**src/rtl/core/lbpu_pkg.sv**
```systemverilog
// shared types, constants and the uniform label table of the lbp window labeler
// no dependencies
`timescale 1ns / 1ps
`default_nettype none

package lbpu_pkg;

  localparam int MAX_WIDTH  = 1024;
  localparam int MAX_HEIGHT = 1024;
  localparam int COL_W      = $clog2(MAX_WIDTH);
  localparam int ROW_W      = $clog2(MAX_HEIGHT);
  localparam int SIZE_W     = 11;
  localparam int CFG_W      = 11;
  localparam int CFG_IDX_W  = 3;
  localparam int PIX_W      = 8;
  localparam int LABEL_W    = 6;
  localparam int CODE_W     = 8;
  localparam int MIN_SIZE   = 3;

  localparam logic [LABEL_W-1:0] NON_UNIFORM = LABEL_W'(58);

  typedef enum logic [CFG_IDX_W-1:0] {
    REG_IMAGE_WIDTH   = 3'd0,
    REG_IMAGE_HEIGHT  = 3'd1,
    REG_REGION_LEFT   = 3'd2,
    REG_REGION_TOP    = 3'd3,
    REG_REGION_WIDTH  = 3'd4,
    REG_REGION_HEIGHT = 3'd5
  } cfg_reg_e;

  typedef struct packed {
    logic [PIX_W-1:0] pixel;
    logic             frame_start;
  } pix_t;

  typedef struct packed {
    logic [LABEL_W-1:0] label;
    logic [9:0]         column;
    logic [9:0]         row;
  } lab_t;

  typedef struct packed {
    logic [SIZE_W-1:0] image_width;
    logic [SIZE_W-1:0] image_height;
    logic [9:0]        region_left;
    logic [9:0]        region_top;
    logic [SIZE_W-1:0] region_width;
    logic [SIZE_W-1:0] region_height;
  } cfg_t;

  typedef struct packed {
    logic [COL_W-1:0] col;
    logic [ROW_W-1:0] row;
  } pos_t;

  typedef logic [255:0][LABEL_W-1:0] label_table_t;

  // codes with at most two circular transitions get ascending labels
  function automatic label_table_t build_label_table();
    label_table_t tab;
    logic [CODE_W-1:0] k;
    logic [CODE_W-1:0] diff;
    int n;
    int lab;
    lab = 0;
    for (int i = 0; i < 256; i++) begin
      k    = CODE_W'(i);
      diff = k ^ {k[CODE_W-2:0], k[CODE_W-1]};
      n    = $countones(diff);
      if (n <= 2) begin
        tab[i] = LABEL_W'(lab);
        lab++;
      end else begin
        tab[i] = NON_UNIFORM;
      end
    end
    return tab;
  endfunction

  localparam label_table_t LABEL_TABLE = build_label_table();

endpackage

`default_nettype wire

```
**src/rtl/core/lbpu_label.sv**
```systemverilog
// uniform label lookup and output register
// depends on lbpu_pkg
`timescale 1ns / 1ps
`default_nettype none

module lbpu_label (
  input  wire logic                          clk,
  input  wire logic                          rst,
  input  wire logic                          en,
  input  wire logic                          s2_valid,
  input  wire lbpu_pkg::pos_t                s2_pos,
  input  wire logic [lbpu_pkg::CODE_W-1:0]   code,
  output logic                               lab_valid,
  output lbpu_pkg::lab_t                     lab
);

  always_ff @(posedge clk) begin
    if (en && s2_valid) begin
      lab.label  <= lbpu_pkg::LABEL_TABLE[code];
      lab.column <= s2_pos.col;
      lab.row    <= s2_pos.row;
    end
  end

  always_ff @(posedge clk) begin
    if (rst) begin
      lab_valid <= 1'b0;
    end else if (en) begin
      lab_valid <= s2_valid;
    end
  end

endmodule

`default_nettype wire

```
**config.mk**
```make
export PLATFORM = sky130hd
export DESIGN_NAME = lbpu_label
export DESIGN_NICKNAME = d
export VERILOG_FILES = /design/src/rtl/core/lbpu_pkg.sv /design/src/rtl/core/lbpu_label.sv
export SDC_FILE = /design/constraint.sdc
export NUM_CORES = 1
export LEC_CHECK = 0
export BUFFER_PORTS_ARGS = -buffer_cell sky130_fd_sc_hd__buf_2
export CORE_UTILIZATION = 55
export CTS_BUF_LIST = sky130_fd_sc_hd__clkbuf_8
export CTS_CLUSTER_SIZE = 16
export DETAILED_ROUTE_END_ITERATION = 7
export GPL_ROUTABILITY_DRIVEN = 0
export GPL_TIMING_DRIVEN = 0
export PLACE_DENSITY = 0.95
export SETUP_SLACK_MARGIN = 0.2
export SLEW_MARGIN = 20
export SYNTH_ARGS = -nofsm -noshare
export SYNTH_HDL_FRONTEND = slang
export SYNTH_SLANG_ARGS = --single-unit
```
**constraint.sdc**
```tcl
create_clock -name clk -period 2.3 [get_ports clk]
set_input_delay 0.115 -clock clk [delete_from_list [all_inputs] [get_ports clk]]
set_output_delay 0.115 -clock clk [all_outputs]
set_load 0.02 [all_outputs]
```
==> flow_summary.json <==
{
  "syn_to_final_growth_pct": 23.0,
  "seq_power_share": 0.529,
  "synth_cells": 156,
  "synth_edf_count": 26,
  "dpl_worst_slack_ps": 476,
  "die_x_um": 56.3,
  "finish.utilization": 0.718,
  "core_area_mm2": 0.00278,
  "grt_pass1_vias": 1309,
  "drt_iter0_markers": 150,
  "syn_area_mm2": 0.00162,
  "fp.dieH_um": 56.3,
  "max_freq_mhz": 636,
  "dp_cells": 242,
  "fin_ws_ps": 727,
  "cp_data_arrival_time_ps": 1600,
  "worst_ep_required_time_ps": 2330,
  "tns_ps": 0,
  "post-route-min-period_ps": 1570,
  "p_leak_uw": 0.000815,
  "grt_util_all_layers": 0.254,
  "cts_made_buffers": 3,
  "drc": 0,
  "drive_gt1_frac": 0.375,
  "cp-end-kind": "flop",
  "antenna_found_initial": 0,
  "final.fill_count": 206,
  "path_max_fanout": 10,
  "initial_core_util": 0.584,
  "ys_seq_elements": 27,
  "grt_max_degree": 28,
  "setup_violations": 0,
  "drtPass1Iterations": 5,
  "ff2ff_setup_slack_ps": 1710,
  "r2r-end": "lab_valid$_SDFFE_PP0P_",
  "synthArstFlopShare": 0,
  "clk_latency_ps": 270,
  "clock_path_buffers": 2,
  "synth.distinct_cells": 50,
  "yosysTopAreaCell": "edfxtp_1",
  "hold_violations": 0,
  "avgViaCountPerCell": 6.12,
  "rsz0062_at_grt": "no",
  "syn_avg_cell_area_um2": 10.4,
  "dp_hpwl_mm": 3.01,
  "startpoint": "code[0]",
  "fin_worst_skew_ps": 0,
  "port_buffers": 55,
  "final_net_count": 255,
  "internal_power_uw": 797,
  "regArea_um2": 801,
  "post-route-period-util": 0.684,
  "cts_root_buf": "clkbuf_8",
  "setup.worst_path.end": "lab[21]$_DFFE_PP_",
  "routed_wl_mm": 4.01,
  "status": "complete, no violations",
  "switching_share": 0.279,
  "switchingPower_uw": 308,
  "path_class": "input pin to flop",
  "reg2reg_depth": 2,
  "netlist_top_cells_area": "edfxtp_1 (48%), ha_1 (4.6%), a21oi_1 (3.7%)",
  "synth_top_area_share": 0.481,
  "ys_warn_count": 0,
  "ant_nets": 0,
  "syn-num-nets": 194,
  "yosysMostFrequentCell": "edfxtp_1",
  "num_vias": 1511,
  "r2r_start": "lab_valid$_SDFFE_PP0P_",
  "row_count": 19,
  "synth_flop_cell": "edfxtp_1",
  "cap_violations": 0,
  "worstMarginPinSlew_ps": 1110,
  "grt_pass1_wl_mm": 6.16,
  "ioPinCount": 59,
  "cts_tree": "built",
  "p_clk_frac": 0.234,
  "cts.sinks": 27,
  "power_density_mw_per_mm2": 553,
  "combinationalPowerShare": 0.237,
  "relSlewSlack": 0.263,
  "final_cells": 247,
  "slew_violations": 0,
  "n_antenna_cell": 0,
  "start_kind": "input pin",
  "gr-total-overflow": 0,
  "h-tree-depth": 1,
  "synth_common_cells": "edfxtp_1 (26), a21oi_1 (12), nand2_1 (12), nor2_1 (9)",
  "peakVddDrop_mv": 0.609,
  "multi_input_area_um2": 721,
  "clk_pin_slew_ps": 90,
  "min_path_type": "input pin to flop",
  "seq_area_frac_synth": 0.493,
  "dieArea_mm2": 0.00317,
  "routedWlPerCell_um": 16.2
}
-- through the flow --
step	cell area [um^2]	total power (uW)	hold WS, ps
after global placement	1940	843	272
final	2000	1100	11.8
after floorplan	1620	762	187
after detailed placement	1940	851	279
after CTS	2000	1110	10.6
after global routing	2000	1150	0.623
-- timing repair --
action	4_1_cts	5_1_grt
gates resized for setup	0	0
hold endpoints to repair	1	0
setup buffers	0	0
hold buffers	1	0
-- critical path, stage by stage --
cell      delay (ps)
buf_2            200
inv_2             90
ha_1             320
nor3_2           220
o21ai_1           80
a31oi_1          140
o221ai_1         160
a32o_1           280
-- cell families after synthesis --
family	Yosys count	share of synthesized area
buffers and inverters	18	0.0632
and+or+nand+nor	46	0.151
muxes	1	0.00616
AOI/OAI and AO/OA	58	0.240
DFF	27	0.493
adders and majority gates	6	0.0462
-- power by group through the flow --
stage                     Sequential (uW)  Clock (uW)  Combinational [uW]
after floorplan                       640           0                 122
after global placement                594           0                 249
after detailed placement              596           0                 255
after CTS                             585         263                 258
after global routing                  587         285                 279
final                                 584         258                 262
-- flip-flops by register name, indices dropped and copies added, names as in the netlist --
| register | cells |
|---|---|
| lab | 26 |
| lab_valid | 1 |
-- how the worst min path moves through the flow --
stage,start,slack (ps),to,depth (start not counted)
2_1_floorplan,rst,190,lab_valid$_SDFFE_PP0P_,1
3_5_place_dp,rst,280,lab_valid$_SDFFE_PP0P_,2
4_1_cts,s2_pos[8],10,lab[8]$_DFFE_PP_,1
5_1_grt,s2_pos[8],0.6,lab[8]$_DFFE_PP_,1
6_report,s2_pos[8],10,lab[8]$_DFFE_PP_,1
3_3_place_gp,rst,270,lab_valid$_SDFFE_PP0P_,2
-- layout by cell type, fill, tap and decap left out, types with 5 or more instances in the layout --
master | synthesis | routed
a21oi_1 | 12 | 12
a31oi_1 | 7 | 7
buf_2 | 4 | 59
edfxtp_1 | 26 | 26
ha_1 | 6 | 6
nand2_1 | 12 | 12
nor2_1 | 9 | 9
o21ai_0 | 5 | 5
o21ai_1 | 7 | 7
o221ai_1 | 5 | 5
-- layer usage --
layer  wire length, um  global-route usage  vias up
met5                 0                   0        -
met4                68              0.0976        0
met3               521              0.0300       15
met2              1980               0.442      132
met1              1440               0.325      652
li1                  -                   -      712
-- final cells by class --
type	instances	area share
Tap cell	31	0.0194
Buffer	11	0.0382
Clock inverter	1	0.00376
Inverter	7	0.0132
Clock buffer	3	0.0207
Timing Repair Buffer	56	0.143
Multi-Input combinational cell	111	0.361
Sequential cell	27	0.401
Power figures use the tool's default switching activity.
