### config.mk
export PLATFORM = sky130hd
export DESIGN_NAME = lbpu_window
export DESIGN_NICKNAME = d
export VERILOG_FILES = /design/src/rtl/core/lbpu_pkg.sv /design/src/rtl/core/lbpu_window.sv
export SDC_FILE = /design/constraint.sdc
export NUM_CORES = 1
export LEC_CHECK = 0
export BUFFER_PORTS_ARGS = -buffer_cell sky130_fd_sc_hd__buf_4
export CELL_PAD_IN_SITES_DETAIL_PLACEMENT = 0
export CELL_PAD_IN_SITES_GLOBAL_PLACEMENT = 1
export CORE_ASPECT_RATIO = 1.1
export CORE_UTILIZATION = 37
export CTS_CLUSTER_DIAMETER = 100
export DETAILED_ROUTE_END_ITERATION = 8
export PLACE_DENSITY_LB_ADDON = 0.1
export SLEW_MARGIN = 20
export SYNTH_ARGS = -nofsm -noshare
export SYNTH_HDL_FRONTEND = slang
export SYNTH_SLANG_ARGS = --single-unit
### constraint.sdc
create_clock -name clk -period 7.4 [get_ports clk]
set_input_delay 1.48 -clock clk [delete_from_list [all_inputs] [get_ports clk]]
set_output_delay 1.48 -clock clk [all_outputs]
set_load 0.01 [all_outputs]
### src/rtl/core/lbpu_pkg.sv
// shared types, constants and the uniform label table of the lbp window labeler
// no dependencies
`timescale 1ns / 1ps
`default_nettype none

package lbpu_pkg;

  localparam int MAX_WIDTH  = 1024;
  localparam int MAX_HEIGHT = 1024;
  localparam int COL_W      = $clog2(MAX_WIDTH);
  localparam int ROW_W      = $clog2(MAX_HEIGHT);
  localparam int SIZE_W     = 11;
  localparam int CFG_W      = 11;
  localparam int CFG_IDX_W  = 3;
  localparam int PIX_W      = 8;
  localparam int LABEL_W    = 6;
  localparam int CODE_W     = 8;
  localparam int MIN_SIZE   = 3;

  localparam logic [LABEL_W-1:0] NON_UNIFORM = LABEL_W'(58);

  typedef enum logic [CFG_IDX_W-1:0] {
    REG_IMAGE_WIDTH   = 3'd0,
    REG_IMAGE_HEIGHT  = 3'd1,
    REG_REGION_LEFT   = 3'd2,
    REG_REGION_TOP    = 3'd3,
    REG_REGION_WIDTH  = 3'd4,
    REG_REGION_HEIGHT = 3'd5
  } cfg_reg_e;

  typedef struct packed {
    logic [PIX_W-1:0] pixel;
    logic             frame_start;
  } pix_t;

  typedef struct packed {
    logic [LABEL_W-1:0] label;
    logic [9:0]         column;
    logic [9:0]         row;
  } lab_t;

  typedef struct packed {
    logic [SIZE_W-1:0] image_width;
    logic [SIZE_W-1:0] image_height;
    logic [9:0]        region_left;
    logic [9:0]        region_top;
    logic [SIZE_W-1:0] region_width;
    logic [SIZE_W-1:0] region_height;
  } cfg_t;

  typedef struct packed {
    logic [COL_W-1:0] col;
    logic [ROW_W-1:0] row;
  } pos_t;

  typedef logic [255:0][LABEL_W-1:0] label_table_t;

  // codes with at most two circular transitions get ascending labels
  function automatic label_table_t build_label_table();
    label_table_t tab;
    logic [CODE_W-1:0] k;
    logic [CODE_W-1:0] diff;
    int n;
    int lab;
    lab = 0;
    for (int i = 0; i < 256; i++) begin
      k    = CODE_W'(i);
      diff = k ^ {k[CODE_W-2:0], k[CODE_W-1]};
      n    = $countones(diff);
      if (n <= 2) begin
        tab[i] = LABEL_W'(lab);
        lab++;
      end else begin
        tab[i] = NON_UNIFORM;
      end
    end
    return tab;
  endfunction

  localparam label_table_t LABEL_TABLE = build_label_table();

endpackage

`default_nettype wire

### src/rtl/core/lbpu_window.sv
// 3x3 window, region check and neighbour comparison
// depends on lbpu_pkg
`timescale 1ns / 1ps
`default_nettype none

module lbpu_window (
  input  wire logic                          clk,
  input  wire logic                          rst,
  input  wire logic                          en,
  input  wire lbpu_pkg::cfg_t                cfg,
  input  wire logic                          s1_valid,
  input  wire lbpu_pkg::pos_t                s1_pos,
  input  wire logic [lbpu_pkg::PIX_W-1:0]    s1_pixel,
  input  wire logic [lbpu_pkg::PIX_W-1:0]    top,
  input  wire logic [lbpu_pkg::PIX_W-1:0]    mid,
  output logic                               s2_valid,
  output lbpu_pkg::pos_t                     s2_pos,
  output logic [lbpu_pkg::CODE_W-1:0]        code
);

  logic [lbpu_pkg::PIX_W-1:0] win [3][3];
  logic [lbpu_pkg::COL_W-1:0] cx;
  logic [lbpu_pkg::ROW_W-1:0] cy;
  logic [lbpu_pkg::COL_W-1:0] cx_off;
  logic [lbpu_pkg::ROW_W-1:0] cy_off;
  logic                       emit;
  logic [lbpu_pkg::PIX_W-1:0] ctr;

  always_comb begin
    cx     = s1_pos.col - lbpu_pkg::COL_W'(1);
    cy     = s1_pos.row - lbpu_pkg::ROW_W'(1);
    cx_off = cx - cfg.region_left;
    cy_off = cy - cfg.region_top;
    emit   = (s1_pos.col >= lbpu_pkg::COL_W'(2)) && (s1_pos.row >= lbpu_pkg::ROW_W'(2))
          && (cx >= cfg.region_left)
          && (lbpu_pkg::SIZE_W'(cx_off) < cfg.region_width)
          && (cy >= cfg.region_top)
          && (lbpu_pkg::SIZE_W'(cy_off) < cfg.region_height);
  end

  always_ff @(posedge clk) begin
    if (en && s1_valid) begin
      for (int i = 0; i < 3; i++) begin
        win[i][0] <= win[i][1];
        win[i][1] <= win[i][2];
      end
      win[0][2] <= top;
      win[1][2] <= mid;
      win[2][2] <= s1_pixel;
      s2_pos.col <= cx;
      s2_pos.row <= cy;
    end
  end

  always_ff @(posedge clk) begin
    if (rst) begin
      s2_valid <= 1'b0;
    end else if (en) begin
      s2_valid <= s1_valid && emit;
    end
  end

  // neighbour weights in raster order, centre left out
  always_comb begin
    ctr     = win[1][1];
    code[0] = ctr < win[0][0];
    code[1] = ctr < win[0][1];
    code[2] = ctr < win[0][2];
    code[3] = ctr < win[1][0];
    code[4] = ctr < win[1][2];
    code[5] = ctr < win[2][0];
    code[6] = ctr < win[2][1];
    code[7] = ctr < win[2][2];
  end

endmodule

`default_nettype wire

==> out/metrics.csv, run 1 <==
metric;value;unit
first_pass_iters;4;
rsz0062_at_grt;false;
tightest_slew;0.6460;ns
via_per_inst;4.836;
use_met1;18.27;%
fmax;0.2147;GHz
ys_warn_count;0;
critPathMaxFanout;4;
p_leak;0.003375;uW
cap_violations;0;
cp_top_family;compound AO/OA/AOI/OAI gates;
post-route-period-util;62.95;%
hold_viol;0;
path_common_cell;ha_1;
hold_slack;0.4455;ns
grt_busiest_layer;met2;
rows;48;
drcViolationCount;0;
setup_violations;0;
hold_depth;0;
synth_area_leaders;edfxtp_1, ha_1, inv_1, nor2_1, a21oi_1;
synth_edf_count;92;
port-buffer-count;118;
dr.first_iter.drc_count;158;
die_h;134.7;um
ant_nets;0;
netlist-cell-type-count;45;
grt_max_degree;50;
min_period;4.658;ns
area_delta_synth_final;23.98;%
yosysTopAreaCellShare;46.65;%
diodes;0;
syn_area;5922;um^2
cp_num_buf_inv;2;
post_synth.cell_area_avg;10.93;um^2
p_int;1006;uW
place_congestion;0.8283;
final_core_util;46.84;%
grt_pass1_wl;19790;um
wl_per_cell;14.07;um
gr-usage-all-layers;15.70;%
min_path_type;reg -> reg;
fin_ws;2.742;ns
cts_resized;0;
overflow;0;
p_comb_share;21.1;%
use_met2;28.34;%
fin_nets;884;
final_area;7342;um^2
path_depth;19;
clockBufferDepth;2;
clk_pin_slew_worst_paths;0.06;ns
synth_ff_type;edfxtp_1;
async_flop_share;0;%
start_kind;primary input;
netlist_instances;542;
required;7.67;ns
placed_cell_area;7068;um^2
layout-drive-gt1-share;20.71;%
die-area;16520;um^2
antenna_found_initial;0;
met3_usage;2.829;%
finClkSkew;0.004965;ns
cts_hold_buf;0;
swShare;25.13;%
power.net_switching;337.8;uW
cts_tree;built;
setup-tns-final;0;ns
cts_setup_buffers;0;
maxSlewHeadroom;56.94;%
num_vias;4236;
ys_seq_area_share;46.99;%
endpoint_kind;register;
start_util;37.78;%
critPathKind;in -> reg;
grt_pass1_vias;4256;
peakVddDrop;91.11;uV
slowest_delay;0.40;ns
clock-sinks;93;
clk_latency;0.33;ns
power_density;183.1;nW/um^2
place_ws;2.339;ns
synth-seq-cells;93;
wirelength;12320;um
dp_hpwl;9835;um
top_level_ports;141;
root_buffer;clkbuf_16;
slew_violations;0;
cts_buffers;9;
core_area;15680;um^2
synthesis.nets;754;
p_seq_share;46.3;%
worstPathArrival;4.93;ns
critPathSlowestCell;nor3b_1;
clockPowerShare;32.6;%
synth.largest_area_cell;edfxtp_1;
cp_cell_sequence;buf_4 > inv_1 > ha_1 > nor3b_1 > xor2_1 > ha_1 > o21ai_0 > a21oi_1 > o21ai_0 > nand2b_1 > a31oi_1 > xnor2_1 > ha_1 > a21o_1 > a21oi_1 > o221ai_1 > a2111oi_1 > nand3_1 > o21ai_1;
fp.dieW;122.6;um
status;completed;
htree_levels;3;
reg2reg_depth;0;
fill_cells;1479;
path summary, 6_finish.rpt:
path | startpoint | to | slack, ns
worst max-delay path | s1_pos[10] | s2_valid | 2.74
worst max register to register | win[0][39] | win[0][47] | 6.51
worst min register to register | win[0][60] | win[0][68] | 0.45
worst min-delay path | win[0][60] | win[0][68] | 0.45
cell families after synthesis:
family	count (synthesis)	share of synthesized area, %
and+or+nand+nor	127	11.18
buffers and inverters	103	6.529
adders and majority gates	100	21.38
DFF	93	46.99
AOI/OAI and AO/OA	92	9.930
xor gates and xnor gates	27	3.993
registers in the layout (all words and copies together), names as in the netlist:
name,flops
win,72
s2_pos,20
s2_valid,1
power by group through the flow:
stage | clock network [uW] | logic, uW | registers [uW]
final | 438 | 284 | 622
after CTS | 452 | 289 | 623
after floorplan | 0 | 174 | 636
after detailed placement | 0 | 287 | 634
after global routing | 470 | 322 | 625
after global placement | 0 | 279 | 633
through the flow:
step,cells,power (uW)
2_1_floorplan,542,809.4
3_3_place_gp,861,912.1
3_5_place_dp,861,920.6
4_1_cts,876,1363
5_1_grt,876,1418
6_report,876,1344
Yosys cell counts, types with 3 or more instances:
library cell and n:
nor2_1 44, nand2b_1 12, o41ai_1 8, ha_1 98
nor2b_1 14, a21o_1 3, edfxtp_1 92, nand3_1 7
nor4_1 3, xnor2_1 14, o21ai_0 28, nor3_1 16
a21oi_1 29, xor2_1 13, inv_1 103, a211oi_1 4
nand2_1 15
final cells by class:
cell class	instances	area [um^2]	area share (%)
sequential	93	2783	37.90
tap	200	250.2	3.408
clock inverter	3	37.54	0.5112
clock buffer	12	236.5	3.221
timing repair buffer	119	893.4	12.17
multi-input combinational	346	2755	37.53
inverter	103	386.6	5.266
metal layers:
| layer | share of wire, % | vias up |
|---|---|---|
| met1 | 42 | 1975 |
| li1 | - | 2183 |
| met3 | 3.5 | 12 |
| met2 | 53 | 66 |
| met5 | 0 | - |
| met4 | 1.6 | 0 |
cell usage in the layout (no fill, tap or decap), types with 2 or more instances in the layout:
cell type,n
clkbuf_1,3
xor2_1,13
edfxtp_1,92
nand2b_1,12
nor3_2,2
o221ai_1,2
xnor2_1,14
nand4_1,2
buf_4,119
nor4_1,3
a21o_1,3
nor2b_1,14
a211oi_1,4
nand3b_1,2
o41ai_1,8
a21oi_1,29
clkbuf_16,9
or4_4,2
nor2_1,44
inv_1,103
nand2_1,15
nor3_1,16
o31ai_1,2
o211ai_1,2
ha_1,98
o21ai_0,28
fa_1,2
o21a_1,2
o41ai_2,2
nand3_1,7
clkinv_1,2
nor3b_1,2
Note: power is estimated with default switching activity, not from simulation.
==> run 2, diff against run 1 <==
==> constraint.sdc (replaced) <==
create_clock -name clk -period 4.7 [get_ports clk]
set_input_delay 0.94 -clock clk [delete_from_list [all_inputs] [get_ports clk]]
set_output_delay 0.94 -clock clk [all_outputs]
set_load 0.01 [all_outputs]
==> out/metrics.csv, run 2 (synthesis results as in run 1) <==
metric;value;unit;change
status;completed;;
clockBufferDepth;2;;unchanged
top_level_ports;141;;unchanged
hold_slack;0.4455;ns;+0.000001000 ns
cts_tree;built;;
wl_per_cell;13.89;um;-1.2%
endpoint_kind;register;;
cts_resized;0;;unchanged
fill_cells;1484;;+0.34%
regMostFlops;win;;
grt_max_degree;74;;+48%
htree_levels;3;;unchanged
power_density;280.9;nW/um^2;+53%
worstPathArrival;4.43;ns;-0.50 ns
clock-sinks;93;;unchanged
fp.dieW;122.6;um;unchanged
final_area;7313;um^2;-0.39%
start_kind;primary input;;
min_path_type;reg -> reg;;
min_period;4.161;ns;
place_congestion;0.8358;;+0.91%
start_util;37.78;%;unchanged
tightest_slew;0.9647;ns;+0.3188 ns
dr.first_iter.drc_count;168;;+6.3%
slowest_delay;0.41;ns;about the same
fin_nets;884;;unchanged
rows;48;;unchanged
wl_met1;5175;um;-0.71%
diodes;0;;unchanged
dp_hpwl;9674;um;-1.6%
grt_pass1_vias;4216;;-0.94%
critPathMaxFanout;4;;unchanged
totalPowerFinal;2054;uW;+53%
maxSlewHeadroom;35.68;%;-21 points
wl_met3;458;um;+5.0%
drcViolationCount;0;;unchanged
place_ws;0.1820;ns;-2.157 ns
antenna_found_initial;0;;unchanged
die_h;134.7;um;unchanged
critPathSlowestCell;nor3b_1;;
fin_ws;0.5394;ns;-2.202 ns
root_buffer;clkbuf_16;;
wl_met2;6315;um;-2.6%
cts_hold_buf;0;;unchanged
setup_violations;0;;unchanged
ant_nets;0;;unchanged
setup-tns-final;0;ns;unchanged
cap_violations;0;;unchanged
cts_setup_buffers;0;;unchanged
first_pass_iters;4;;unchanged
hold_viol;0;;unchanged
via_per_inst;4.807;;-0.59%
fmax;0.2404;GHz;
rsz0062_at_grt;false;;
cp_cell_sequence;buf_4 > inv_1 > ha_1 > nor3b_1 > xor2_1 > ha_1 > o21ai_0 > a21oi_1 > o21ai_0 > nand2b_1 > a31oi_1 > xnor2_1 > ha_1 > a21o_1 > a21oi_1 > o221ai_1 > a2111oi_1 > nand3_1 > o21ai_1;;
finClkSkew;0.006669;ns;+0.001703 ns
clk_pin_slew_worst_paths;0.06;ns;about the same
largest_reg_flops;72;;unchanged
required;4.97;ns;-2.70 ns
critPathKind;in -> reg;;
top_layer;met4;;
wirelength;12160;um;-1.3%
post-route-period-util;88.52;%;
cts_buffers;9;;unchanged
num_vias;4206;;-0.71%
clk_latency;0.34;ns;about the same
top_regs;win (72), s2_pos (20), s2_valid (1);;
final_cell_mix;buf_4, inv_1, ha_1, edfxtp_1, nor2_1;;
gr-usage-all-layers;15.44;%;-0.27 points
path_common_cell;ha_1;;
p_leak;0.003365;uW;-0.31%
port-buffer-count;118;;unchanged
peakVddDrop;170.3;uV;+87%
core_area;15680;um^2;unchanged
overflow;0;;unchanged
area_delta_synth_final;23.49;%;
final_common_cell;buf_4;;
die-area;16520;um^2;unchanged
grt_pass1_wl;19340;um;-2.3%
layout-drive-gt1-share;20.74;%;+0.031 points
slew_violations;0;;unchanged
placed_cell_area;7068;um^2;unchanged
run 2: power breakdown:
| part | internal, uW | switching (uW) |
|---|---|---|
| combinational | 217 | 227 |
| sequential | 960 | 19.8 |
| clock | 344 | 285 |
run 2: path summary, 6_finish.rpt:
path,from,depth (start not counted),slack (ns),end
max,s1_pos[10],19,0.54,s2_valid
min,win[0][58],0,0.45,win[0][66]
min reg2reg,win[0][58],0,0.45,win[0][66]
max reg2reg,win[0][39],0,3.80,win[0][47]
run 2: worst max-delay path: cells and delay by family:
kind / cells / cell delay [ns]
and+or+nand+nor: 3 / 0.65
AOI/OAI and AO/OA: 9 / 1.50
buffers and inverters: 2 / 0.22
xor gates and xnor gates: 2 / 0.39
adders and majority gates: 3 / 0.75
run 2: final cells by class:
class	count	area [um^2]	share of cell area [%]
Sequential cell	93	2783	38.05
Inverter	103	386.6	5.287
Tap cell	200	250.2	3.422
Multi-Input combinational cell	346	2755	37.67
Clock buffer	9	225.2	3.080
Timing Repair Buffer	119	893.4	12.22
Clock inverter	5	20.02	0.2737
run 2: through the flow:
step	utilization (%)	cells
floorplan	-	542
global placement	45.09	861
detailed placement	45.09	861
CTS	46.66	875
global route	46.66	875
finish	46.66	875
run 2: routing by layer:
metal,up-vias,GRT usage (%)
met5,-,0
met4,0,5.759
met3,13,3.209
met2,75,28.00
met1,1938,17.58
li1,2180,-
==> run 3, diff against run 2 <==
--- a/config.mk
+++ b/config.mk
@@ -8,7 +8,6 @@
 export BUFFER_PORTS_ARGS = -buffer_cell sky130_fd_sc_hd__buf_4
 export CELL_PAD_IN_SITES_DETAIL_PLACEMENT = 0
 export CELL_PAD_IN_SITES_GLOBAL_PLACEMENT = 1
-export CORE_ASPECT_RATIO = 1.1
 export CORE_UTILIZATION = 37
 export CTS_CLUSTER_DIAMETER = 100
 export DETAILED_ROUTE_END_ITERATION = 8
==> out/metrics.csv, run 3 (synthesis results as in run 1) <==
metric;value;unit;change
wl_per_cell;13.58;um;-2.3%
min_path_type;reg -> reg;;
peakVddDrop;163.5;uV;-4.0%
maxSlewHeadroom;65.90;%;+30 points
top_regs;win (72), s2_pos (20), s2_valid (1);;
antenna_found_initial;0;;unchanged
path_depth;19;;unchanged
p_leak;0.003378;uW;+0.40%
finClkSkew;0.004031;ns;-0.002637 ns
reg2reg_to;win[0][44];;
core_area;15430;um^2;-1.6%
die_h;128.5;um;-4.6%
rows;45;;-6.3%
reg2reg_slack;3.82;ns;+0.02 ns
grt_pass1_wl;19690;um;+1.8%
p_seq_share;47.4;%;-0.3 points
worstSetupEndpoint;s2_valid;;
first_pass_iters;4;;unchanged
final_core_util;47.72;%;+1.1 points
num_vias;4248;;+1.0%
slew_violations;0;;unchanged
swShare;25.82;%;-0.094 points
setup-tns-final;0;ns;unchanged
fmax;0.2425;GHz;+0.89%
critPathSlowestCell;nor3b_1;;
area_delta_synth_final;24.32;%;
start_util;38.39;%;+0.61 points
cp_num_buf_inv;2;;unchanged
clk_latency;0.34;ns;about the same
place_congestion;0.8037;;-3.8%
required;4.98;ns;about the same
regMostFlops;win;;
hold_slack;0.4462;ns;+0.0006180 ns
grt_pass1_vias;4393;;+4.2%
cts_setup_buffers;0;;unchanged
cts_resized;0;;unchanged
grt_max_degree;81;;+9.5%
setup_violations;0;;unchanged
fp.dieW;128.5;um;+4.8%
endpoint_kind;register;;
dr.first_iter.drc_count;253;;+51%
fin_ws;0.5760;ns;+0.03654 ns
fill_cells;1478;;-0.40%
cp_top_family;compound AO/OA/AOI/OAI gates;;
clk_pin_slew_worst_paths;0.06;ns;about the same
critPathKind;in -> reg;;
cap_violations;0;;unchanged
final_cell_mix;buf_4, inv_1, ha_1, edfxtp_1, nor2_1;;
htree_levels;3;;unchanged
post-route-period-util;87.74;%;-0.78 points
clock-sinks;93;;unchanged
cts_hold_buf;0;;unchanged
p_comb_share;21.6;%;about the same
cts_tree;built;;
r2r_start;win[0][36];;
clockPowerShare;31.1;%;+0.4 points
place_ws;0.1839;ns;+0.001913 ns
status;completed;;
diodes;0;;unchanged
layout-drive-gt1-share;20.80;%;+0.056 points
path_common_cell;ha_1;;
ant_nets;0;;unchanged
cp_cell_sequence;buf_4 > inv_1 > ha_1 > nor3b_1 > xor2_1 > ha_1 > o21ai_0 > a21oi_1 > o21ai_0 > nand2b_1 > a31oi_1 > xnor2_1 > ha_1 > a21o_1 > a21oi_1 > o221ai_1 > a2111oi_1 > nand3_1 > o21ai_1;;
overflow;0;;unchanged
startpoint;s1_pos[10];;
drcViolationCount;0;;unchanged
final_common_cell;buf_4;;
rsz0062_at_grt;false;;
gr-usage-all-layers;15.64;%;+0.21 points
via_per_inst;4.778;;-0.59%
hold_viol;0;;unchanged
min_period;4.124;ns;-0.03654 ns
clockBufferDepth;2;;unchanged
largest_reg_flops;72;;unchanged
power.net_switching;534.1;uW;+0.34%
worstPathArrival;4.41;ns;-0.02 ns
reg2reg_depth;0;;unchanged
dp_hpwl;9641;um;-0.33%
tightest_slew;0.5060;ns;-0.4587 ns
top_level_ports;141;;unchanged
slowest_delay;0.41;ns;about the same
port-buffer-count;118;;unchanged
root_buffer;clkbuf_16;;
die-area;16510;um^2;about the same
fin_nets;885;;+0.11%
p_int;1534;uW;+0.83%
wirelength;12070;um;-0.72%
power_density;281.0;nW/um^2;about the same
cts_buffers;9;;unchanged
start_kind;primary input;;
critPathMaxFanout;4;;unchanged
==> run 3: stage by stage <==
step	instances	total power (uW)	area, um^2
floorplan	542	1274	5922
global placement	872	1436	7082
detailed placement	872	1449	7082
CTS	888	2102	7335
global route	889	2198	7362
finish	889	2068	7362
==> run 3: worst min path at each step <==
stage | start | to | slack (ns) | depth (start not counted)
finish | win[0][27] | win[0][35] | 0.45 | 0
CTS | win[0][14] | win[0][22] | 0.45 | 0
floorplan | win[0][2] | win[0][10] | 0.43 | 0
global route | win[0][27] | win[0][35] | 0.46 | 0
detailed placement | win[0][25] | win[0][33] | 0.43 | 0
global placement | win[0][59] | win[0][67] | 0.43 | 0
==> run 3: layer usage <==
| layer | share of wire [%] | wire length [um] | vias up | GRT usage [%] |
|---|---|---|---|---|
| met4 | 1.9 | 225 | 0 | 6.782 |
| li1 | - | - | 2189 | - |
| met3 | 5.3 | 638 | 13 | 3.909 |
| met1 | 42 | 5050 | 1961 | 17.77 |
| met2 | 51 | 6154 | 85 | 27.82 |
| met5 | 0 | 0 | - | 0 |
==> run 3: final cells by class <==
class | instances | area (um^2) | area share (%)
clock buffers | 13 | 240.2 | 3.263
clock inverters | 3 | 12.51 | 0.1700
inverters | 103 | 386.6 | 5.252
multi-input cells | 346 | 2755 | 37.42
flip-flops and latches | 93 | 2783 | 37.80
well taps | 211 | 264.0 | 3.586
repair buffers | 120 | 920.9 | 12.51
==> run 3: power by group through the flow <==
stage	Clock (uW)	Sequential, uW	Combinational [uW]
2_1_floorplan	0	1000	274
3_3_place_gp	0	997	439
3_5_place_dp	0	998	451
4_1_cts	668	981	453
5_1_grt	702	985	512
6_report	642	980	446
