File: src/rtl/core/lbpu_pkg.sv
// shared types, constants and the uniform label table of the lbp window labeler
// no dependencies
`timescale 1ns / 1ps
`default_nettype none

package lbpu_pkg;

  localparam int MAX_WIDTH  = 1024;
  localparam int MAX_HEIGHT = 1024;
  localparam int COL_W      = $clog2(MAX_WIDTH);
  localparam int ROW_W      = $clog2(MAX_HEIGHT);
  localparam int SIZE_W     = 11;
  localparam int CFG_W      = 11;
  localparam int CFG_IDX_W  = 3;
  localparam int PIX_W      = 8;
  localparam int LABEL_W    = 6;
  localparam int CODE_W     = 8;
  localparam int MIN_SIZE   = 3;

  localparam logic [LABEL_W-1:0] NON_UNIFORM = LABEL_W'(58);

  typedef enum logic [CFG_IDX_W-1:0] {
    REG_IMAGE_WIDTH   = 3'd0,
    REG_IMAGE_HEIGHT  = 3'd1,
    REG_REGION_LEFT   = 3'd2,
    REG_REGION_TOP    = 3'd3,
    REG_REGION_WIDTH  = 3'd4,
    REG_REGION_HEIGHT = 3'd5
  } cfg_reg_e;

  typedef struct packed {
    logic [PIX_W-1:0] pixel;
    logic             frame_start;
  } pix_t;

  typedef struct packed {
    logic [LABEL_W-1:0] label;
    logic [9:0]         column;
    logic [9:0]         row;
  } lab_t;

  typedef struct packed {
    logic [SIZE_W-1:0] image_width;
    logic [SIZE_W-1:0] image_height;
    logic [9:0]        region_left;
    logic [9:0]        region_top;
    logic [SIZE_W-1:0] region_width;
    logic [SIZE_W-1:0] region_height;
  } cfg_t;

  typedef struct packed {
    logic [COL_W-1:0] col;
    logic [ROW_W-1:0] row;
  } pos_t;

  typedef logic [255:0][LABEL_W-1:0] label_table_t;

  // codes with at most two circular transitions get ascending labels
  function automatic label_table_t build_label_table();
    label_table_t tab;
    logic [CODE_W-1:0] k;
    logic [CODE_W-1:0] diff;
    int n;
    int lab;
    lab = 0;
    for (int i = 0; i < 256; i++) begin
      k    = CODE_W'(i);
      diff = k ^ {k[CODE_W-2:0], k[CODE_W-1]};
      n    = $countones(diff);
      if (n <= 2) begin
        tab[i] = LABEL_W'(lab);
        lab++;
      end else begin
        tab[i] = NON_UNIFORM;
      end
    end
    return tab;
  endfunction

  localparam label_table_t LABEL_TABLE = build_label_table();

endpackage

`default_nettype wire

File: src/rtl/core/lbpu_scan.sv
// configuration registers and raster position counters
// depends on lbpu_pkg
`timescale 1ns / 1ps
`default_nettype none

module lbpu_scan (
  input  wire logic                            clk,
  input  wire logic                            rst,
  input  wire logic                            cfg_we,
  input  wire logic [lbpu_pkg::CFG_IDX_W-1:0]  cfg_index,
  input  wire logic [lbpu_pkg::CFG_W-1:0]      cfg_data,
  input  wire logic                            accept,
  input  wire logic                            frame_start,
  output lbpu_pkg::cfg_t                       cfg,
  output lbpu_pkg::pos_t                       pos
);

  logic [lbpu_pkg::COL_W-1:0]  col_count;
  logic [lbpu_pkg::ROW_W-1:0]  row_count;
  logic [lbpu_pkg::SIZE_W-1:0] width_eff;
  logic [lbpu_pkg::SIZE_W-1:0] height_eff;
  logic [lbpu_pkg::COL_W-1:0]  col_start;
  logic [lbpu_pkg::ROW_W-1:0]  row_start;
  logic [lbpu_pkg::SIZE_W-1:0] col_inc;
  logic [lbpu_pkg::SIZE_W-1:0] row_inc;
  logic [lbpu_pkg::COL_W-1:0]  col_count_next;
  logic [lbpu_pkg::ROW_W-1:0]  row_count_next;

  always_ff @(posedge clk) begin
    if (rst) begin
      cfg.image_width   <= lbpu_pkg::SIZE_W'(640);
      cfg.image_height  <= lbpu_pkg::SIZE_W'(480);
      cfg.region_left   <= '0;
      cfg.region_top    <= '0;
      cfg.region_width  <= lbpu_pkg::SIZE_W'(1024);
      cfg.region_height <= lbpu_pkg::SIZE_W'(1024);
    end else if (cfg_we) begin
      case (cfg_index)
        lbpu_pkg::REG_IMAGE_WIDTH:   cfg.image_width   <= cfg_data;
        lbpu_pkg::REG_IMAGE_HEIGHT:  cfg.image_height  <= cfg_data;
        lbpu_pkg::REG_REGION_LEFT:   cfg.region_left   <= cfg_data[9:0];
        lbpu_pkg::REG_REGION_TOP:    cfg.region_top    <= cfg_data[9:0];
        lbpu_pkg::REG_REGION_WIDTH:  cfg.region_width  <= cfg_data;
        lbpu_pkg::REG_REGION_HEIGHT: cfg.region_height <= cfg_data;
        default: ;
      endcase
    end
  end

  // saturate image size
  always_comb begin
    if (cfg.image_width < lbpu_pkg::SIZE_W'(lbpu_pkg::MIN_SIZE)) begin
      width_eff = lbpu_pkg::SIZE_W'(lbpu_pkg::MIN_SIZE);
    end else if (cfg.image_width > lbpu_pkg::SIZE_W'(lbpu_pkg::MAX_WIDTH)) begin
      width_eff = lbpu_pkg::SIZE_W'(lbpu_pkg::MAX_WIDTH);
    end else begin
      width_eff = cfg.image_width;
    end
    if (cfg.image_height < lbpu_pkg::SIZE_W'(lbpu_pkg::MIN_SIZE)) begin
      height_eff = lbpu_pkg::SIZE_W'(lbpu_pkg::MIN_SIZE);
    end else if (cfg.image_height > lbpu_pkg::SIZE_W'(lbpu_pkg::MAX_HEIGHT)) begin
      height_eff = lbpu_pkg::SIZE_W'(lbpu_pkg::MAX_HEIGHT);
    end else begin
      height_eff = cfg.image_height;
    end
  end

  always_comb begin
    col_start = frame_start ? '0 : col_count;
    row_start = frame_start ? '0 : row_count;
    pos.col   = (lbpu_pkg::SIZE_W'(col_start) >= width_eff) ? '0 : col_start;
    pos.row   = (lbpu_pkg::SIZE_W'(row_start) >= height_eff) ? '0 : row_start;
    col_inc   = lbpu_pkg::SIZE_W'(pos.col) + lbpu_pkg::SIZE_W'(1);
    row_inc   = lbpu_pkg::SIZE_W'(pos.row) + lbpu_pkg::SIZE_W'(1);
    if (col_inc >= width_eff) begin
      col_count_next = '0;
      row_count_next = (row_inc >= height_eff) ? '0 : row_inc[lbpu_pkg::ROW_W-1:0];
    end else begin
      col_count_next = col_inc[lbpu_pkg::COL_W-1:0];
      row_count_next = pos.row;
    end
  end

  always_ff @(posedge clk) begin
    if (rst) begin
      col_count <= '0;
      row_count <= '0;
    end else if (accept) begin
      col_count <= col_count_next;
      row_count <= row_count_next;
    end
  end

endmodule

`default_nettype wire

File: config.mk
export PLATFORM = sky130hd
export DESIGN_NAME = lbpu_scan
export DESIGN_NICKNAME = d
export VERILOG_FILES = /design/src/rtl/core/lbpu_pkg.sv /design/src/rtl/core/lbpu_scan.sv
export SDC_FILE = /design/constraint.sdc
export NUM_CORES = 1
export LEC_CHECK = 0
export ABC_AREA = 1
export ABC_CLOCK_PERIOD_IN_PS = 5900
export BUFFER_PORTS_ARGS = -buffer_cell sky130_fd_sc_hd__buf_4
export CAP_MARGIN = 20
export CORE_MARGIN = 5
export CORE_UTILIZATION = 45
export DETAILED_ROUTE_END_ITERATION = 12
export GPL_ROUTABILITY_DRIVEN = 1
export PLACE_DENSITY = 0.7
export REMOVE_ABC_BUFFERS = 1
export SLEW_MARGIN = 5
export SYNTH_ARGS = -nofsm -noshare
export SYNTH_HDL_FRONTEND = slang
export SYNTH_SLANG_ARGS = --single-unit
File: constraint.sdc
create_clock -name clk -period 5.9 [get_ports clk]
set_input_delay 1.18 -clock clk [delete_from_list [all_inputs] [get_ports clk]]
set_output_delay 1.18 -clock clk [all_outputs]
set_load 0.1 [all_outputs]
==> run metrics, run 1 <==
Internal 954 uW; max cap viols 0; CTS sink cnt 84; CTS Buf Count 9; fin crit share a little under 90%; total setup buffers inserted after CTS 0; WP data arrival 5.46 ns; Design Power around 1.4 mW; gpl congestion roughly 0.97; Layout Utilization 56.1%; CTS Buffer Depth 2; initial drt markers 314; Starting Density 45.8%; first-pass GRT wire length 24800 um; Critical Path Source Type primary input; Fin. Hold Viols 0; Net Sw Frac approximately a third; Ys Warns 0; Pleak 3.14 nW; r2r setup slk around 0.73 ns; Comb pwr share 19.5%; Clock Latency Late Sink 0.34 ns; commonest non-fill, non-tap cell in the layout nor2_1; wirelength, routed roughly 15000 um; full die area 13800 sq um; Async SR Flop Fraction 0%; worst vdd ir 0.207 mV; CP max FO 22; Fmax 193 MHz; Post-DRT Antenna Nets 0; min Tclk post-route 5.19 ns; vias in the first global route 4753; endpoints failing setup 0; clk root buf clkbuf_16; Main synth FF type dfxtp_1; initial antenna violation count 0; Core Footprint 11400 sq um; post-synthesis average cell area 6.81 sq um; Slowest cell on crit path ha_1; commonest cells after routing, fill and taps aside 148 x nor2_1, 134 x nand2_1, 107 x buf_4; slew margin rel. 55.7%; Slew @ Worst Pin 0.663 ns; Cells after DPL 990; Clk pwr share between 30% and 40%; post-synthesis cell area 5210 sq um; # IOs ~100; number of iterations in the first detailed-routing pass 5; CTS tree done; routed len/inst 14.8 um; Synth top area share 32.3%; die width about 120 um; Overflow after GRT 0; Critical Path End Type flop; PostCTS Resize Cnt 0; row cnt 39; layout cells sized above 1 20.2%; Synth Register Bits 84; Hold Buf Count CTS 0; RSZ-0062 raised after global routing false; diode count 0; via count 5193; Cell Count, Final, Fillers Out 1006; Area contributors post-synth dfxtp_1 32%, nor2_1 11%, ha_1 11%; PD cells 223 nW/um^2; required time of the critical path 6.17 ns; IO Port Bufs 102; clk slew on worst S/H paths 0.07 ns; cell mode on critical path ha_1; H-Tree Depth 3; Total GRT Usage 21.3%; Vias/cell roughly 5.2; Slew Limit Fails 0; Post-DP HPWL 11400 um; Final nets between 900 and 1000; Flop pwr share roughly two fifths; Die H 118 um; number of synthesized flops with an enable pin 0; Cells after Synth approximately 770; Seq/Total Area, Yosys 32.3%; skew final approximately 0.0093 ns; delay-heaviest family, CP simple AND/OR/NAND/NOR gates; Max stage delay on crit path between 0.3 and 0.4 ns; leading area contributor after synthesis dfxtp_1; CP bufs+invs 4; pin count of the biggest net entering global routing 69; DRC violations left 0; area grow syn2layout 22.5%; Worst Hold Class reg2reg; switching pwr 473 uW; Distinct cells, synth 46; Setup CP Type in2reg; outcome completed
[worst paths after layout]
| kind | start | end | cells after the start |
|---|---|---|---|
| setup / recovery | frame_start | col_count[7] | 25 |
| hold / removal | cfg[26] | cfg[26] | 2 |
| setup reg to reg | cfg[58] | col_count[7] | 28 |
| hold reg to reg | cfg[26] | cfg[26] | 2 |
[per-layer routing]
layer	vias to the layer above	wire length [um]	GRT usage (%)
met4	0	208	4.87
met3	20	1370	7.21
met5	-	0	0
met2	179	6560	31.9
met1	2310	6750	29.7
li1	2684	-	-
[cell usage after synthesis (3+ instances only)]
library cell	n
nor2_1	148
nand2_1	134
dfxtp_1	84
inv_1	80
o21ai_0	66
a21oi_1	51
ha_1	44
nand3_1	33
clkbuf_1	21
nand4_1	14
nor3_1	10
inv_2	9
nor2_2	7
nand2_2	5
a21oi_2	4
and2_1	3
nand3_2	3
nand4_2	3
nor2_4	3
nor3_4	3
o21a_1	3
o21ai_1	3
[flip-flops by register name, indices dropped and copies added (netlist names)]
| name | count |
|---|---|
| row_count | 10 |
| cfg | 64 |
| col_count | 10 |
[worst register-to-register path, delay by kind of cell, from the launching register on]
family / cells / cell delay [ns]
compound gates: 6 / 1.20
fa+ha+maj: 3 / 0.82
buf+inv: 3 / 0.46
flops: 1 / 0.34
simple gates: 16 / 2.27
[stage by stage]
step | hold WS [ns] | area, sq um | setup TNS, ns | setup WS, ns
final | 0.447 | 6380 | 0 | 0.715
after global routing | 0.472 | 6380 | 0 | 0.0921
after CTS | 0.451 | 6380 | 0 | 0.660
after detailed placement | 0.439 | 6090 | 0 | 0.383
after global placement | 0.437 | 6090 | 0 | 0.347
after floorplan | 0.439 | 5110 | -19.69 | -1.46
[area by class of cell]
cell class              instances  area, sq um
clock buffers                  10          239
fillers                      1127         4990
multi-input cells             564         3080
inverters                      92          347
well taps                     143          179
flip-flops and latches         84         1680
repair buffers                107          803
clock inverters                 6         55.1
[cell families (layout without fill, tap and decap cells)]
| group | count (synthesis) | in the layout | share of synthesized area, % |
|---|---|---|---|
| AO/OA/AOI/OAI | 141 | 141 | 15.2 |
| XOR/XNOR | 2 | 2 | 0.336 |
| adder cells (fa/ha/maj) | 44 | 44 | 10.6 |
| buffers and inverters | 117 | 215 | 8.65 |
| flip-flops | 84 | 84 | 32.3 |
| AND/OR/NAND/NOR | 377 | 377 | 33.0 |
[power by group through the flow]
stage	Combinational, mW	Sequential, mW	Clock [mW]
final	0.278	0.599	0.550
after global routing	0.298	0.601	0.586
after CTS	0.278	0.598	0.564
after detailed placement	0.278	0.611	0
after global placement	0.277	0.611	0
after floorplan	0.0917	0.718	0
Note: power is estimated with default switching activity, not from simulation.
==> run 2: changes to the inputs <==
--- a/config.mk
+++ b/config.mk
@@ -6,9 +6,8 @@
 export NUM_CORES = 1
 export LEC_CHECK = 0
 export ABC_AREA = 1
-export ABC_CLOCK_PERIOD_IN_PS = 5900
-export BUFFER_PORTS_ARGS = -buffer_cell sky130_fd_sc_hd__buf_4
-export CAP_MARGIN = 20
+export ABC_CLOCK_PERIOD_IN_PS = 6360
+export BUFFER_PORTS_ARGS = -buffer_cell sky130_fd_sc_hd__buf_2
 export CORE_MARGIN = 5
 export CORE_UTILIZATION = 45
 export DETAILED_ROUTE_END_ITERATION = 12
==> constraint.sdc (replaced) <==
create_clock -name clk -period 6.36 [get_ports clk]
set_input_delay 1.272 -clock clk [delete_from_list [all_inputs] [get_ports clk]]
set_output_delay 1.272 -clock clk [all_outputs]
set_load 0.1 [all_outputs]
==> run metrics, run 2 (synthesis gave the netlist of run 1 again) <==
Largest regs cfg x64, col_count x10, row_count x10; WP data arrival between 5 and 6 ns; cell mode on critical path nand2_1; slew margin rel. between 50% and 60%; Slowest cell on crit path buf_2; Post-DRT Antenna Nets 0; setup_tns 0 ns; commonest non-fill, non-tap cell in the layout nor2_1; H-Tree Depth 3; Final nets 921; skew final approximately 0.011 ns; worst setup path startpoint frame_start; Critical Path Source Type primary input; layout cells sized above 1 approximately 20%; Core Footprint 11400 sq um; r2r setup slk 0.84 ns; Fin. Hold Viols 0; CP max FO 22; largest register by flop count cfg; outcome completed; PD cells 214 nW/um^2; gpl congestion 0.916; fin crit share 88.9%; FF-to-FF End col_count[6]; endpoints failing setup 0; Clock Latency Late Sink 0.34 ns; RSZ-0062 raised after global routing false; # IOs 103; Hold Buf Count CTS 0; CTS tree done; initial antenna violation count 0; worst vdd ir between 0.2 and 0.25 mV; die width 118 um; Post-DP HPWL 11300 um; number of iterations in the first detailed-routing pass 5; vias in the first global route 4893; Die H about 120 um; Overflow after GRT 0; row cnt 39; Reg2Reg Depth 28; delay-heaviest family, CP simple AND/OR/NAND/NOR gates; CTS Buf Count 9; clk root buf clkbuf_16; full die area 13800 sq um; flip-flop count of the largest register after layout 64; Fmax 177 MHz; wirelength, routed 14800 um; commonest cells after routing, fill and taps aside 148 x nor2_1, 134 x nand2_1, 102 x buf_2; routed len/inst 14.7 um; first-pass GRT wire length 24300 um; Cells after DPL between 900 and 1000; total setup buffers inserted after CTS 0; Layout Utilization between 50 and 60%; IO Port Bufs approximately 100; R2R Path Start cfg[58]; min Tclk post-route 5.65 ns; CTS sink cnt 84; Total GRT Usage 20.9%; area grow syn2layout 17.6%; Max stage delay on crit path 0.42 ns; DRC violations left 0; Pleak 3.11 nW; initial drt markers 318; Slew Limit Fails 0; Worst Hold Class reg2reg; Slew @ Worst Pin 0.703 ns; pin count of the biggest net entering global routing 69; max cap viols 0; Setup CP Type in2reg; required time of the critical path 6.63 ns; Cell Count, Final, Fillers Out 1006; diode count 0; crit path capture col_count[6]; via count approximately 5200; Vias/cell roughly 5.2; Starting Density 45.8%; clk slew on worst S/H paths 0.07 ns; CP bufs+invs 5; CTS Buffer Depth 2; CP Depth 27; PostCTS Resize Cnt 0; Critical Path End Type flop
[run 2: per-layer routing]
metal | up-vias | track usage [%] | wire length (um)
li1 | 2685 | - | -
met1 | 2349 | 27.6 | 6900
met2 | 172 | 32.8 | 6440
met3 | 17 | 7.21 | 1220
met4 | 0 | 5.52 | 229
met5 | - | 0 | 0
[run 2: metrics by stage]
step	power (mW)	hold slack, ns	area, sq um	setup slack, ns
finish	1.31	0.446	6130	0.708
detailed placement	0.811	0.437	5830	0.391
global route	1.36	0.464	6130	0.273
CTS	1.32	0.448	6130	0.745
global placement	0.810	0.433	5830	0.333
floorplan	0.751	0.439	5110	-0.995
[run 2: where the power goes]
part	internal, mW	switching [mW]	total (mW)
logic	0.0472	0.198	0.245
clock network	0.282	0.229	0.511
registers	0.542	0.0121	0.554
[run 2: cell type report]
cell class | count | area (sq um)
Clock buffer | 10 | 239
Sequential cell | 84 | 1680
Multi-Input combinational cell | 564 | 3080
Inverter | 92 | 347
Tap cell | 143 | 179
Clock inverter | 6 | 53.8
Fill cell | 1151 | 5240
Timing Repair Buffer | 107 | 548
[run 2: worst min path at each step]
stage / start / to / slack (ns) / cells after the start
2_1_floorplan: col_count[1] / col_count[1] / 0.44 / 2
3_3_place_gp: cfg[28] / cfg[28] / 0.43 / 2
3_5_place_dp: cfg[28] / cfg[28] / 0.44 / 2
4_1_cts: cfg[28] / cfg[28] / 0.45 / 2
5_1_grt: cfg[29] / cfg[29] / 0.46 / 2
6_report: cfg[22] / cfg[22] / 0.45 / 2
[run 2: worst min-delay path, cell delays in order, from the launching register on]
cell,delay [ns]
dfxtp_1,0.31
inv_1,0.05
a21oi_1,0.05
==> run 3: changes to the inputs <==
--- a/config.mk
+++ b/config.mk
@@ -5,14 +5,13 @@
 export SDC_FILE = /design/constraint.sdc
 export NUM_CORES = 1
 export LEC_CHECK = 0
-export ABC_AREA = 1
 export ABC_CLOCK_PERIOD_IN_PS = 6360
 export BUFFER_PORTS_ARGS = -buffer_cell sky130_fd_sc_hd__buf_2
 export CORE_MARGIN = 5
 export CORE_UTILIZATION = 45
 export DETAILED_ROUTE_END_ITERATION = 12
 export GPL_ROUTABILITY_DRIVEN = 1
-export PLACE_DENSITY = 0.7
+export PLACE_DENSITY = 0.71
 export REMOVE_ABC_BUFFERS = 1
 export SLEW_MARGIN = 5
 export SYNTH_ARGS = -nofsm -noshare
==> run metrics, run 3 <==
RSZ-0062 raised after global routing false; Comb pwr share between 15 and 20%; max cap viols 0; vias in the first global route between 4000 and 5000; diode count 0; post-synthesis cell area 5000 sq um; Slowest cell on crit path a2111oi_0; via count 5068; gpl congestion 0.933; Slew @ Worst Pin 1.21 ns; Synth Area in XOR/XNOR 2.45%; R2R Path Start cfg[59]; Compound-Gate Fraction of Synth Area a little under a fifth; r2r setup slk 0.94 ns; number of iterations in the first detailed-routing pass 4; Cells after Synth 668; CTS tree done; Post-DRT Antenna Nets 0; initial antenna violation count 0; routed len/inst 16.6 um; Distinct cells, synth 53; Setup CP Type in2reg; final worst slack slightly above 0.4 ns; Synth Area in Simple Gates about 30%; # IOs 103; Design Power 1.10 mW; multi-input logic area a little over 3000 sq um; Largest regs cfg x64, col_count x10, row_count x10; CTS Buffer Depth 2; Seq/Total Area, Yosys 33.6%; Vias/cell 5.65; delay-heaviest family, CP compound AO/OA/AOI/OAI gates; synthesized-area fraction occupied by adder cells 11.0%; Net Sw Frac about 33%; die width between 100 and 150 um; first-pass GRT wire length 24200 um; Overflow after GRT 0; Worst Min Path Start cfg[25]; Core Footprint ~11000 sq um; largest register by flop count cfg; multiplexer share of the synthesized area 0%; layout cells sized above 1 17.4%; largest family of logic cells by synthesized area simple AND/OR/NAND/NOR gates; skew final 0.0172 ns; clk slew on worst S/H paths 0.09 ns; slew margin rel. 18.6%; Final nets 815; cell mode on critical path ha_1; required time of the critical path 6.67 ns; H-Tree Depth 3; Flop pwr share 49.8%; Cells after DPL ~900; area grow syn2layout 15.4%; CP max FO 22; Main synth FF type dfxtp_1; Total GRT Usage 22.6%; IO Port Bufs 102; Cell Count, Final, Fillers Out 897; Hold Path Cell Cnt 2; Clock Latency Late Sink 0.37 ns; CTS sink cnt 84; fin crit share 93.6%; Synth Register Bits 84; FF-to-FF End col_count[2]; commonest cells after routing, fill and taps aside 175 x nand2_1, 102 x buf_2, 84 x dfxtp_1; Max stage delay on crit path about 0.46 ns; Reg area 1680 sq um; clk root buf clkbuf_8; Clk pwr share about 33%; post-synthesis average cell area 7.49 sq um; worst vdd ir 0.179 mV; CTS Buf Count 9; number of synthesized flops with an enable pin 0; Starting Density about 46%; commonest non-fill, non-tap cell in the layout nand2_1; initial drt markers about 340; Async SR Flop Fraction 0%; flip-flop count of the largest register after layout 64; Die H 115 um; CP Cell Sequence buf_2 > buf_4 > nor2b_1 > ha_1 > a211oi_1 > a221oi_1 > or2_2 > nand2_1 > and2_1 > ha_1 > nand3_1 > nor3_1 > xnor2_1 > nor2_1 > ha_1 > a2111oi_0 > o21ai_0 > o22a_2 > a2111oi_1 > a211o_1; Synth top area share 33.6%; Pleak between 2 and 3 nW; Critical Path Source Type primary input; Post-DP HPWL 11100 um; Hold Crit Endpoint cfg[25]; CP bufs+invs 2; pre-CTS setup slack 0.0713 ns; pin count of the biggest net entering global routing 78; Slew Limit Fails 0; WP data arrival about 6.3 ns; leading area contributor after synthesis dfxtp_1; full die area 13300 sq um; Reg2Reg Depth 20; row cnt 38; most frequent cells after synthesis 175 x nand2_1, 84 x dfxtp_1, 78 x a21oi_1; DRC violations left 0; Internal between 700 and 800 uW; Area contributors post-synth dfxtp_1 34%, nand2_1 13%, ha_1 11%; Fillers 1067; Hold Buf Count CTS 0; switching pwr 367 uW; min Tclk post-route 5.96 ns; Critical Path End Type flop; wirelength, routed 14900 um; endpoints failing setup 0; Fmax 168 MHz; Fin. Hold Viols 0; outcome completed; Worst Hold Class reg2reg; most common cell in the synthesized netlist nand2_1; PD cells 190 nW/um^2; Ys Warns 0
==> run 3: cell types whose count changed after synthesis, sizes merged, moves of 8 or more <==
| cell | before | now |
|---|---|---|
| nor2 | 160 | 33 |
| o21ai | 70 | 14 |
| nor2b | 0 | 20 |
| a21oi | 55 | 79 |
| nor3 | 14 | 6 |
| nand2b | 0 | 10 |
| clkbuf | 21 | 31 |
| inv | 89 | 15 |
| nand3 | 36 | 24 |
| and2 | 4 | 22 |
| nand2 | 141 | 175 |
==> run 3: area by class of cell <==
class	count	share of cell area, %
clock buffer	10	2.38
inverter	17	1.11
clock inverter	6	0.780
sequential	84	29.1
multi-input combinational	532	53.9
timing repair buffer	108	9.62
tap	140	3.03
==> run 3: metal layers <==
layer | wire [um] | share of wire [%] | vias to the layer above | GRT usage (%)
li1 | - | - | 2498 | -
met1 | 6390 | 43 | 2347 | 28.7
met2 | 6900 | 46 | 205 | 37.0
met4 | 153 | 1.0 | 0 | 6.26
met5 | 0 | 0 | - | 0
met3 | 1470 | 9.8 | 18 | 7.52
==> run 3: worst max path at each step <==
stage / startpoint / endpoint / cells after the start
final: frame_start / col_count[2] / 20
after global routing: frame_start / row_count[6] / 21
after CTS: frame_start / col_count[2] / 20
after detailed placement: frame_start / col_count[2] / 20
after global placement: frame_start / row_count[6] / 21
after floorplan: cfg[63] / row_count[5] / 19
==> run 3: tightest hold or removal path: stages, from the launching register on <==
cell and delay (ns):
dfxtp_1 0.32, nand2_1 0.05, a21oi_1 0.05
==> run 3: timing repair <==
item	in CTS	in global routing
buffers inserted	0	0
resized for setup	0	2
endpoints found under the setup margin	0	1
==> run 3: cell families after synthesis <==
logic type               after synthesis
adder cells (fa/ha/maj)               44
AO/OA/AOI/OAI                        151
buffers and inverters                 52
AND/OR/NAND/NOR                      323
XOR/XNOR                              14
flip-flops                            84
==> run 3: per-stage QoR <==
stage	TNS (ns)	area (sq um)	hold WS, ns	utilization [%]
after floorplan	-2.99	4860	0.447	-
after global placement	0	5590	0.439	51.3
after detailed placement	0	5590	0.445	51.3
after CTS	0	5770	0.457	53.0
after global routing	0	5770	0.483	53.0
final	0	5770	0.458	53.0
==> run 3: power groups by stage <==
stage / Clock [mW] / Sequential, mW / Combinational (mW)
3_5_place_dp: 0 / 0.558 / 0.187
2_1_floorplan: 0 / 0.622 / 0.0642
4_1_cts: 0.370 / 0.546 / 0.187
6_report: 0.363 / 0.546 / 0.187
5_1_grt: 0.392 / 0.547 / 0.200
3_3_place_gp: 0 / 0.557 / 0.184
